**src/kdlpr_pkg.sv**
```systemverilog
package kdlpr_pkg;

  // fixed field widths
  localparam int unsigned FIELD_W = 8;
  localparam int unsigned TIME_W  = 32;
  localparam int unsigned CFG_W   = 16;
  localparam int unsigned CIDX_W  = 2;

  // operation codes
  localparam logic OP_UPDATE = 1'b0;
  localparam logic OP_INIT   = 1'b1;

  // configuration register indexes
  localparam logic [CIDX_W-1:0] CFG_DEBOUNCE   = 2'd0;
  localparam logic [CIDX_W-1:0] CFG_LONG_PRESS = 2'd1;
  localparam logic [CIDX_W-1:0] CFG_REPEAT     = 2'd2;

  // configuration reset values
  localparam logic [CFG_W-1:0] DEBOUNCE_RST   = 16'd30;
  localparam logic [CFG_W-1:0] LONG_PRESS_RST = 16'd800;
  localparam logic [CFG_W-1:0] REPEAT_RST     = 16'd150;

  // timing settings shared by all lanes
  typedef struct packed {
    logic [CFG_W-1:0] debounce_time;
    logic [CFG_W-1:0] long_press_time;
    logic [CFG_W-1:0] repeat_interval;
  } kdlpr_cfg_t;

  // per-item control broadcast to the lanes
  typedef struct packed {
    logic              accept;
    logic              init;
    logic [TIME_W-1:0] now;
  } kdlpr_ctrl_t;

  // events found by one lane
  typedef struct packed {
    logic press;
    logic release_ev;
    logic short_ev;
    logic long_ev;
    logic repeat_ev;
  } kdlpr_ev_t;

  // one result item
  typedef struct packed {
    logic [FIELD_W-1:0] pressed_events;
    logic [FIELD_W-1:0] released_events;
    logic [FIELD_W-1:0] short_press_events;
    logic [FIELD_W-1:0] long_press_events;
    logic [FIELD_W-1:0] repeat_events;
  } kdlpr_res_t;

endpackage

```
**src/kdlpr_if.sv**
```systemverilog
// input sample channel
interface kdlpr_item_if
  import kdlpr_pkg::*;
  ();
  logic               valid;
  logic               ready;
  logic               operation;
  logic [FIELD_W-1:0] raw_keys;
  logic [TIME_W-1:0]  time_ms;

  modport source (output valid, operation, raw_keys, time_ms, input ready);
  modport sink   (input valid, operation, raw_keys, time_ms, output ready);
endinterface

// event result channel
interface kdlpr_result_if
  import kdlpr_pkg::*;
  ();
  logic               valid;
  logic               ready;
  logic [FIELD_W-1:0] pressed_events;
  logic [FIELD_W-1:0] released_events;
  logic [FIELD_W-1:0] short_press_events;
  logic [FIELD_W-1:0] long_press_events;
  logic [FIELD_W-1:0] repeat_events;

  modport source (output valid, pressed_events, released_events, short_press_events,
                  long_press_events, repeat_events, input ready);
  modport sink   (input valid, pressed_events, released_events, short_press_events,
                  long_press_events, repeat_events, output ready);
endinterface

// configuration write channel
interface kdlpr_cfg_if
  import kdlpr_pkg::*;
  ();
  logic              valid;
  logic              ready;
  logic [CIDX_W-1:0] index;
  logic [CFG_W-1:0]  data;

  modport source (output valid, index, data, input ready);
  modport sink   (input valid, index, data, output ready);
endinterface

```
**src/kdlpr_lane.sv**
```systemverilog
module kdlpr_lane
  import kdlpr_pkg::*;
(
  input  logic        clk_i,
  input  logic        rst_ni,
  input  logic        raw_i,
  input  kdlpr_ctrl_t ctrl_i,
  input  kdlpr_cfg_t  cfg_i,
  output kdlpr_ev_t   ev_o
);

  logic              raw_q, raw_d;
  logic              stable_q, stable_d;
  logic              long_q, long_d;
  logic [TIME_W-1:0] chg_time_q, chg_time_d;
  logic [TIME_W-1:0] press_time_q, press_time_d;
  logic [TIME_W-1:0] rep_time_q, rep_time_d;

  logic              raw_chg;
  logic              stab_chg;
  logic              press_now;
  logic              long_mid;
  logic [TIME_W-1:0] db_age, press_age, rep_age;
  logic              db_ok, long_ok, rep_ok;
  kdlpr_ev_t         ev;

  // elapsed times from the stored stamps, all in parallel
  always_comb begin
    raw_chg   = raw_i != raw_q;
    db_age    = raw_chg ? '0 : ctrl_i.now - chg_time_q;
    db_ok     = db_age >= {{(TIME_W-CFG_W){1'b0}}, cfg_i.debounce_time};
    stab_chg  = (stable_q != raw_i) && db_ok;
    press_now = stab_chg && raw_i;
    press_age = press_now ? '0 : ctrl_i.now - press_time_q;
    long_ok   = press_age >= {{(TIME_W-CFG_W){1'b0}}, cfg_i.long_press_time};
    rep_age   = ctrl_i.now - rep_time_q;
    rep_ok    = rep_age >= {{(TIME_W-CFG_W){1'b0}}, cfg_i.repeat_interval};
    long_mid  = stab_chg ? 1'b0 : long_q;
  end

  // next state and events for an update, init overrides
  always_comb begin
    raw_d        = raw_i;
    chg_time_d   = raw_chg ? ctrl_i.now : chg_time_q;
    stable_d     = stab_chg ? raw_i : stable_q;
    long_d       = long_mid;
    press_time_d = press_now ? ctrl_i.now : press_time_q;
    rep_time_d   = press_now ? ctrl_i.now : rep_time_q;
    ev           = '0;
    ev.press      = press_now;
    ev.release_ev = stab_chg && !raw_i;
    ev.short_ev   = stab_chg && !raw_i && !long_q;
    if (stable_d) begin
      if (!long_mid) begin
        if (long_ok) begin
          long_d     = 1'b1;
          rep_time_d = ctrl_i.now;
          ev.long_ev = 1'b1;
        end
      end else if (rep_ok) begin
        rep_time_d   = ctrl_i.now;
        ev.repeat_ev = 1'b1;
      end
    end
    if (ctrl_i.init) begin
      raw_d        = raw_i;
      stable_d     = raw_i;
      long_d       = 1'b0;
      chg_time_d   = ctrl_i.now;
      press_time_d = ctrl_i.now;
      rep_time_d   = ctrl_i.now;
      ev           = '0;
    end
  end

  assign ev_o = ev;

  // key state, updated on each accepted transfer
  always_ff @(posedge clk_i or negedge rst_ni) begin
    if (!rst_ni) begin
      raw_q        <= 1'b0;
      stable_q     <= 1'b0;
      long_q       <= 1'b0;
      chg_time_q   <= '0;
      press_time_q <= '0;
      rep_time_q   <= '0;
    end else if (ctrl_i.accept) begin
      raw_q        <= raw_d;
      stable_q     <= stable_d;
      long_q       <= long_d;
      chg_time_q   <= chg_time_d;
      press_time_q <= press_time_d;
      rep_time_q   <= rep_time_d;
    end
  end

`ifndef SYNTHESIS
  // long press only ever recorded on a pressed key
  a_long_needs_stable: assert property (@(posedge clk_i) disable iff (!rst_ni)
    long_q |-> stable_q)
    else $error("long press flag set on a released key");

  // press and release never in one transfer
  a_press_release_excl: assert property (@(posedge clk_i) disable iff (!rst_ni)
    !(ev_o.press && ev_o.release_ev))
    else $error("press and release in one transfer");

  // short press comes only with a release
  a_short_is_release: assert property (@(posedge clk_i) disable iff (!rst_ni)
    ev_o.short_ev |-> ev_o.release_ev)
    else $error("short press without release");

  // init leaves the key settled with no long press pending
  a_init_settles: assert property (@(posedge clk_i) disable iff (!rst_ni)
    (ctrl_i.accept && ctrl_i.init) |=> (stable_q == raw_q) && !long_q)
    else $error("init did not settle key state");
`endif

endmodule

```
**src/kdlpr_merge.sv**
```systemverilog
module kdlpr_merge
  import kdlpr_pkg::*;
#(
  parameter int unsigned KEY_COUNT = 8
) (
  input  logic                      clk_i,
  input  logic                      rst_ni,
  input  logic                      in_valid_i,
  output logic                      in_ready_o,
  input  kdlpr_ev_t [KEY_COUNT-1:0] ev_i,
  kdlpr_result_if.source            result_o
);

  localparam int unsigned OUT_KEYS = (KEY_COUNT < FIELD_W) ? KEY_COUNT : FIELD_W;

  logic [FIELD_W-1:0] press_w, release_w, short_w, long_w, rep_w;
  kdlpr_res_t         res_q;
  logic               valid_q, valid_d;
  logic               accept;

  // gather lane events into the result fields
  for (genvar g = 0; g < FIELD_W; g++) begin : g_bit
    if (g < OUT_KEYS) begin : g_lane
      assign press_w[g]   = ev_i[g].press;
      assign release_w[g] = ev_i[g].release_ev;
      assign short_w[g]   = ev_i[g].short_ev;
      assign long_w[g]    = ev_i[g].long_ev;
      assign rep_w[g]     = ev_i[g].repeat_ev;
    end else begin : g_none
      assign press_w[g]   = 1'b0;
      assign release_w[g] = 1'b0;
      assign short_w[g]   = 1'b0;
      assign long_w[g]    = 1'b0;
      assign rep_w[g]     = 1'b0;
    end
  end

  // output register, refilled in the cycle it drains
  assign in_ready_o = !valid_q || result_o.ready;
  assign accept     = in_valid_i && in_ready_o;

  always_comb begin
    valid_d = valid_q;
    if (accept) begin
      valid_d = 1'b1;
    end else if (result_o.ready) begin
      valid_d = 1'b0;
    end
  end

  always_ff @(posedge clk_i or negedge rst_ni) begin
    if (!rst_ni) begin
      valid_q <= 1'b0;
    end else begin
      valid_q <= valid_d;
    end
  end

  always_ff @(posedge clk_i) begin
    if (accept) begin
      res_q.pressed_events     <= press_w;
      res_q.released_events    <= release_w;
      res_q.short_press_events <= short_w;
      res_q.long_press_events  <= long_w;
      res_q.repeat_events      <= rep_w;
    end
  end

  assign result_o.valid              = valid_q;
  assign result_o.pressed_events     = res_q.pressed_events;
  assign result_o.released_events    = res_q.released_events;
  assign result_o.short_press_events = res_q.short_press_events;
  assign result_o.long_press_events  = res_q.long_press_events;
  assign result_o.repeat_events      = res_q.repeat_events;

`ifndef SYNTHESIS
  // a stalled result is never overwritten
  a_no_overwrite: assert property (@(posedge clk_i) disable iff (!rst_ni)
    (valid_q && !result_o.ready) |-> !accept)
    else $error("result overwritten while stalled");

  // every accepted transfer shows up as a valid result
  a_accept_shows: assert property (@(posedge clk_i) disable iff (!rst_ni)
    accept |=> valid_q)
    else $error("accepted transfer lost");

  // result drops only after it was taken
  a_drop_after_take: assert property (@(posedge clk_i) disable iff (!rst_ni)
    $fell(valid_q) |-> $past(result_o.ready))
    else $error("result dropped without transfer");
`endif

endmodule

```
**src/key_debounce_long_press_repeat.sv**
```systemverilog
// channel   modport  payload                                         handshake
// item_i    sink     operation, raw_keys[7:0], time_ms[31:0]         valid/ready
// result_o  source   pressed/released/short_press/long_press/repeat  valid/ready
// cfg_i     sink     index[1:0], data[15:0]                          valid/ready
//
// one sample per cycle while no result is stalled; each key has its own lane with three 32-bit
// subtract-compares in parallel, results are registered and show in the cycle after the transfer
// reset clears all key state and loads the default timings; no clearing pass
// a stalled result holds in the output register, item_i.ready follows
// result_o.ready while a result waits; configuration writes always complete
module key_debounce_long_press_repeat
  import kdlpr_pkg::*;
#(
  parameter int unsigned KEY_COUNT = 8
) (
  input  logic           clk_i,
  input  logic           rst_ni,
  kdlpr_item_if.sink     item_i,
  kdlpr_result_if.source result_o,
  kdlpr_cfg_if.sink      cfg_i
);

  kdlpr_cfg_t                cfg_q, cfg_d;
  kdlpr_ctrl_t               ctrl;
  logic                      item_ready;
  logic [KEY_COUNT-1:0]      raw_w;
  kdlpr_ev_t [KEY_COUNT-1:0] ev_w;

  // configuration registers
  assign cfg_i.ready = 1'b1;

  always_comb begin
    cfg_d = cfg_q;
    if (cfg_i.valid) begin
      case (cfg_i.index)
        CFG_DEBOUNCE:   cfg_d.debounce_time   = cfg_i.data;
        CFG_LONG_PRESS: cfg_d.long_press_time = cfg_i.data;
        CFG_REPEAT:     cfg_d.repeat_interval = cfg_i.data;
        default:        cfg_d = cfg_q;
      endcase
    end
  end

  always_ff @(posedge clk_i or negedge rst_ni) begin
    if (!rst_ni) begin
      cfg_q.debounce_time   <= DEBOUNCE_RST;
      cfg_q.long_press_time <= LONG_PRESS_RST;
      cfg_q.repeat_interval <= REPEAT_RST;
    end else begin
      cfg_q <= cfg_d;
    end
  end

  // per-transfer control to all lanes
  assign item_i.ready = item_ready;
  assign ctrl.accept  = item_i.valid && item_ready;
  assign ctrl.init    = item_i.operation == OP_INIT;
  assign ctrl.now     = item_i.time_ms;

  // one lane per key; keys past the sample width see a released level
  for (genvar g = 0; g < KEY_COUNT; g++) begin : g_key
    if (g < FIELD_W) begin : g_in
      assign raw_w[g] = item_i.raw_keys[g];
    end else begin : g_off
      assign raw_w[g] = 1'b0;
    end

    kdlpr_lane u_lane (
      .clk_i  (clk_i),
      .rst_ni (rst_ni),
      .raw_i  (raw_w[g]),
      .ctrl_i (ctrl),
      .cfg_i  (cfg_q),
      .ev_o   (ev_w[g])
    );
  end

  // merge lane events into the result register
  kdlpr_merge #(
    .KEY_COUNT (KEY_COUNT)
  ) u_merge (
    .clk_i      (clk_i),
    .rst_ni     (rst_ni),
    .in_valid_i (item_i.valid),
    .in_ready_o (item_ready),
    .ev_i       (ev_w),
    .result_o   (result_o)
  );

endmodule
```
**src/flat_wrapper.sv**
```systemverilog
// flat-port wrapper written by rule: the top's interface ports become plain ports
module key_debounce_long_press_repeat_flat import kdlpr_pkg::*;
#(
  parameter int unsigned KEY_COUNT = 8
)
  (clk_i, rst_ni, item_i_valid, item_i_operation, item_i_raw_keys, item_i_time_ms, item_i_ready, result_o_valid, result_o_pressed_events, result_o_released_events, result_o_short_press_events, result_o_long_press_events, result_o_repeat_events, result_o_ready, cfg_i_valid, cfg_i_index, cfg_i_data, cfg_i_ready);
  kdlpr_item_if item_i_i ();
  kdlpr_result_if result_o_i ();
  kdlpr_cfg_if cfg_i_i ();
  input  logic clk_i;
  input  logic rst_ni;
  input wire logic [$bits(item_i_i.valid)-1:0] item_i_valid;
  input wire logic [$bits(item_i_i.operation)-1:0] item_i_operation;
  input wire logic [$bits(item_i_i.raw_keys)-1:0] item_i_raw_keys;
  input wire logic [$bits(item_i_i.time_ms)-1:0] item_i_time_ms;
  output wire logic [$bits(item_i_i.ready)-1:0] item_i_ready;
  output wire logic [$bits(result_o_i.valid)-1:0] result_o_valid;
  output wire logic [$bits(result_o_i.pressed_events)-1:0] result_o_pressed_events;
  output wire logic [$bits(result_o_i.released_events)-1:0] result_o_released_events;
  output wire logic [$bits(result_o_i.short_press_events)-1:0] result_o_short_press_events;
  output wire logic [$bits(result_o_i.long_press_events)-1:0] result_o_long_press_events;
  output wire logic [$bits(result_o_i.repeat_events)-1:0] result_o_repeat_events;
  input wire logic [$bits(result_o_i.ready)-1:0] result_o_ready;
  input wire logic [$bits(cfg_i_i.valid)-1:0] cfg_i_valid;
  input wire logic [$bits(cfg_i_i.index)-1:0] cfg_i_index;
  input wire logic [$bits(cfg_i_i.data)-1:0] cfg_i_data;
  output wire logic [$bits(cfg_i_i.ready)-1:0] cfg_i_ready;
  assign item_i_i.valid = item_i_valid;
  assign item_i_i.operation = item_i_operation;
  assign item_i_i.raw_keys = item_i_raw_keys;
  assign item_i_i.time_ms = item_i_time_ms;
  assign item_i_ready = item_i_i.ready;
  assign result_o_valid = result_o_i.valid;
  assign result_o_pressed_events = result_o_i.pressed_events;
  assign result_o_released_events = result_o_i.released_events;
  assign result_o_short_press_events = result_o_i.short_press_events;
  assign result_o_long_press_events = result_o_i.long_press_events;
  assign result_o_repeat_events = result_o_i.repeat_events;
  assign result_o_i.ready = result_o_ready;
  assign cfg_i_i.valid = cfg_i_valid;
  assign cfg_i_i.index = cfg_i_index;
  assign cfg_i_i.data = cfg_i_data;
  assign cfg_i_ready = cfg_i_i.ready;
  key_debounce_long_press_repeat #(.KEY_COUNT(KEY_COUNT)) u_core (.clk_i(clk_i), .rst_ni(rst_ni), .item_i(item_i_i), .result_o(result_o_i), .cfg_i(cfg_i_i));
endmodule
```
**config.mk**
```make
export PLATFORM = sky130hd
export DESIGN_NAME = key_debounce_long_press_repeat_flat
export DESIGN_NICKNAME = d
export VERILOG_FILES = /design/src/kdlpr_pkg.sv /design/src/kdlpr_if.sv /design/src/kdlpr_lane.sv /design/src/kdlpr_merge.sv /design/src/key_debounce_long_press_repeat.sv /design/src/flat_wrapper.sv
export SDC_FILE = /design/constraint.sdc
export NUM_CORES = 2
export LEC_CHECK = 0
export BUFFER_PORTS_ARGS = -buffer_cell sky130_fd_sc_hd__buf_4
export CAP_MARGIN = 10
export CORE_ASPECT_RATIO = 2
export CORE_MARGIN = 5
export CORE_UTILIZATION = 31
export CTS_CLUSTER_DIAMETER = 200
export DETAILED_ROUTE_END_ITERATION = 8
export SKIP_LAST_GASP = 1
export SLEW_MARGIN = 20
export SYNTH_ARGS = -nofsm -noshare
export SYNTH_HDL_FRONTEND = slang
export SYNTH_SLANG_ARGS = --single-unit
```
**constraint.sdc**
```tcl
create_clock -name clk_i -period 14.62 [get_ports clk_i]
set_input_delay 1.462 -clock clk_i [delete_from_list [all_inputs] [get_ports clk_i]]
set_output_delay 1.462 -clock clk_i [all_outputs]
set_load 0.05 [all_outputs]
```
==> impl_metrics.yaml <==
status:
  run_status: "complete, no violations"
sta:
  fin_crit_ns: 11.48
  rsz_0062_raised_after_global_routing: "no"
  finalSetupViolCount: 0
  maxSlewViolCount: 0
  worstMarginPinSlew_ns: 1.24
  final.setup.tns_ns: 0
  fmaxAchievable_ghz: 0.0871
  final_hold_fails: 0
  fin_worst_skew_ns: 0.0569
  timing.max_slew.rel_slack_pct: 17.1
  post-route-period-util_pct: 78.5
die:
  die_footprint_sq_um: 290000
  num_rows: 274
  start_util_pct: 31.1
  coreArea_sq_um: 278000
  die_x_microns: 383
  i_o_pins: 107
  chipHeight_microns: 757
synth:
  yosys.cell_count.top_type: "ha_1"
  synth.area.top_cells: "dfrtp_1 (24%), ha_1 (16%), o21ai_0 (5.6%)"
  syn-num-nets: 12000
  ys_dominant_reg_cell: "dfrtp_1"
  synth_area_sq_um: 86500
  synth_enable_flop_cells: 40
  yosysWarningCount: 0
  postSynthRegisterBits: 881
  syn-instance-count: 10800
  synth_top_cell_area_share_pct: 24.0
  asyncSetResetFlopFracSynth_pct: 95.5
  yosys-top-cells-count: "ha_1 (1128), nand2_1 (1104), inv_1 (1030)"
  ys_seq_area_share_pct: 25.7
  syn_area_per_cell_sq_um: 8.01
  yosys.area.top_type: "dfrtp_1"
  netlist-cell-type-count: 103
worst_setup_path:
  startpoint_type: "primary input"
  cp_slowest_cell: "a31oi_4"
  cp_data_required_time_ns: 15.21
  worst-endpoint-arrival_ns: 12.07
  r2r_cells: 39
  rrSetupSlack_ns: 4.32
  rr_endpoint: "u_core.g_key[5].u_lane.rep_time_q[23]"
  timing.critical_path.slowest_cell_delay_ns: 0.71
  crit_type: "in2reg"
  critical_path_peak_fanout: 29
  crit_path_end_kind: "flip-flop"
  critical-path-top-cell-by-count: "a21o_1"
  r2r_start: "u_core.g_key[5].u_lane.chg_time_q[1]"
drt:
  post_drt_wl_per_cell_microns: 25.2
  route.antenna.remaining_nets: 0
  drt_iter0_markers: 6171
  vias_per_cell: 5.70
  dr_total_vias: 83300
  detail_route.wirelength_mm: 369
  detailedRoute.firstPassIterationCount: 6
  drc_errors: 0
min_path:
  hold_path_endpoint: "u_core.g_key[6].u_lane.press_time_q[28]"
  hold_class: "reg2reg"
  hold_depth: 1
  timing.hold.worst.start: "u_core.g_key[6].u_lane.press_time_q[28]"
cells_and_area:
  flow.area_growth_from_synthesis_pct: 10.4
  nNetsFinal: 12000
  drive_gt1_share_pct: 6.47
  fin_util_pct: 34.3
clocking:
  level_count_of_the_clock_h_tree: 3
  clock_tree_from_tritoncts: "yes"
  cts_hold_repair.buffers: 0
  clk_transition_reported_paths_ns: 0.07
  post_cts_resize_count: 0
  cts.root.buffer_cell: "clkbuf_16"
  tritoncts_num_sinks: 881
  cts-buffers-inserted: 89
  clk-insertion-delay-late_ns: 0.74
  max-clock-path-buffers: 3
  postCtsSetupRepairBufs: 0
job:
  cap_violations: 0
grt:
  total_global_routing_track_utilization_pct: 24.5
  first_global_vias: 82500
  initial_antenna_violation_count: 34
  grt_pass1_wl_mm: 532
  grt_overflow: 0
  grt_max_degree: 154
place:
  place.gp.congestion: 0.978
  placement.io_buffers: 105
  dp_hpwl_mm: 280
power:
  finalPower_w: 0.0173
  power-per-cell-area_nw_per_um2: 181
  vdd_drop_max_v: 0.000130
  power.static_leakage_nw: 44.3
## flip-flops by register name (all words and copies together) (netlist names), 48 cells and up
signal	flops
u_core.g_key.u_lane.chg_time_q	256
u_core.g_key.u_lane.press_time_q	256
u_core.g_key.u_lane.rep_time_q	256
u_core.cfg_q	48
## through the flow
| step | std cells | worst slack (ns) | cell area (sq um) | hold slack [ns] |
|---|---|---|---|---|
| after global routing | 14600 | 2.43 | 95400 | 0.493 |
| after CTS | 14600 | 3.05 | 95400 | 0.480 |
| after global placement | 14400 | 2.67 | 92200 | 0.458 |
| final | 14600 | 3.14 | 95500 | 0.473 |
| after floorplan | 10800 | 4.37 | 86500 | 0.449 |
| after detailed placement | 14400 | 2.38 | 92200 | 0.466 |
## kinds of logic (layout without fill, tap and decap cells)
group / count (synthesis) / after routing / synth area share [%]
AO/OA/AOI/OAI: 3437 / 3437 / 25.7
XOR/XNOR: 446 / 446 / 4.52
adder cells (fa/ha/maj): 1152 / 1152 / 16.9
buffers and inverters: 1441 / 1515 / 6.39
flip-flops: 881 / 881 / 25.7
multiplexers: 291 / 291 / 3.49
other: 1 / 25 / 0.00434
AND/OR/NAND/NOR: 3150 / 3150 / 17.2
## routing by layer
metal  track usage (%)  up-vias  wire (microns)
met1              24.3    40100          126000
met2              43.6     2982          181000
met5                 0        -             108
met4              23.4       16           42400
met3              3.62     1284           20200
li1                  -    39000               -
## power breakdown
group | total (W) | internal (W) | switching (W)
Combinational | 0.0112 | 0.00436 | 0.00680
Clock | 0.00263 | 0.00145 | 0.00118
Sequential | 0.00350 | 0.00316 | 0.000341
## how the worst max path moves through the flow
stage | from | to | slack [ns] | cells past startpoint
after floorplan | item_i_time_ms[0] | u_core.g_key[2].u_lane.rep_time_q[1] | 4.37 | 44
after global placement | item_i_time_ms[1] | u_core.g_key[7].u_lane.rep_time_q[31] | 2.67 | 35
after detailed placement | item_i_time_ms[1] | u_core.g_key[7].u_lane.rep_time_q[31] | 2.38 | 35
after CTS | item_i_time_ms[1] | u_core.g_key[7].u_lane.rep_time_q[31] | 3.05 | 35
after global routing | item_i_time_ms[0] | u_core.g_key[5].u_lane.rep_time_q[28] | 2.43 | 40
final | item_i_time_ms[1] | u_core.g_key[7].u_lane.rep_time_q[31] | 3.14 | 35
## cell usage in the layout, fill, tap and decap left out, types with 45 or more instances in the layout
| cell type | count |
|---|---|
| nand2b_1 | 183 |
| or2_2 | 49 |
| nor2b_1 | 132 |
| xnor2_1 | 240 |
| clkbuf_16 | 91 |
| a22oi_1 | 45 |
| and3_1 | 92 |
| mux2_2 | 73 |
| inv_1 | 1007 |
| mux2i_1 | 216 |
| a41oi_1 | 49 |
| nand4_1 | 114 |
| and2_1 | 58 |
| a21o_1 | 377 |
| nand2_1 | 1103 |
| a2111oi_0 | 62 |
| nor2_1 | 744 |
| buf_4 | 311 |
| nor3_1 | 180 |
| o21ai_0 | 960 |
| a31oi_1 | 107 |
| o21a_1 | 152 |
| a21oi_1 | 722 |
| o21bai_1 | 79 |
| xor2_1 | 205 |
| o22ai_1 | 58 |
| o211ai_1 | 159 |
| o31ai_1 | 57 |
| nor4_1 | 62 |
| or3_1 | 46 |
| nand3_1 | 213 |
| a211oi_1 | 134 |
| dfrtp_1 | 830 |
| ha_1 | 1128 |
## worst max-delay path: cells and delay by family
family          cells  cell delay (ns)
buf+inv             4             1.79
simple gates       11             3.07
fa+ha+maj           3             1.06
xor+xnor            1             0.19
mux                 1             0.37
compound gates     15             4.03
## final cells by class
cell class | instances | area, sq um
inverters | 1030 | 3870
well taps | 3726 | 4660
fillers | 29400 | 183000
diodes | 24 | 60.1
clock buffers | 119 | 2520
flip-flops and latches | 881 | 22300
clock inverters | 47 | 657
repair buffers | 319 | 2480
multi-input cells | 8477 | 59000
No activity file was read; power rests on OpenSTA's default activity.
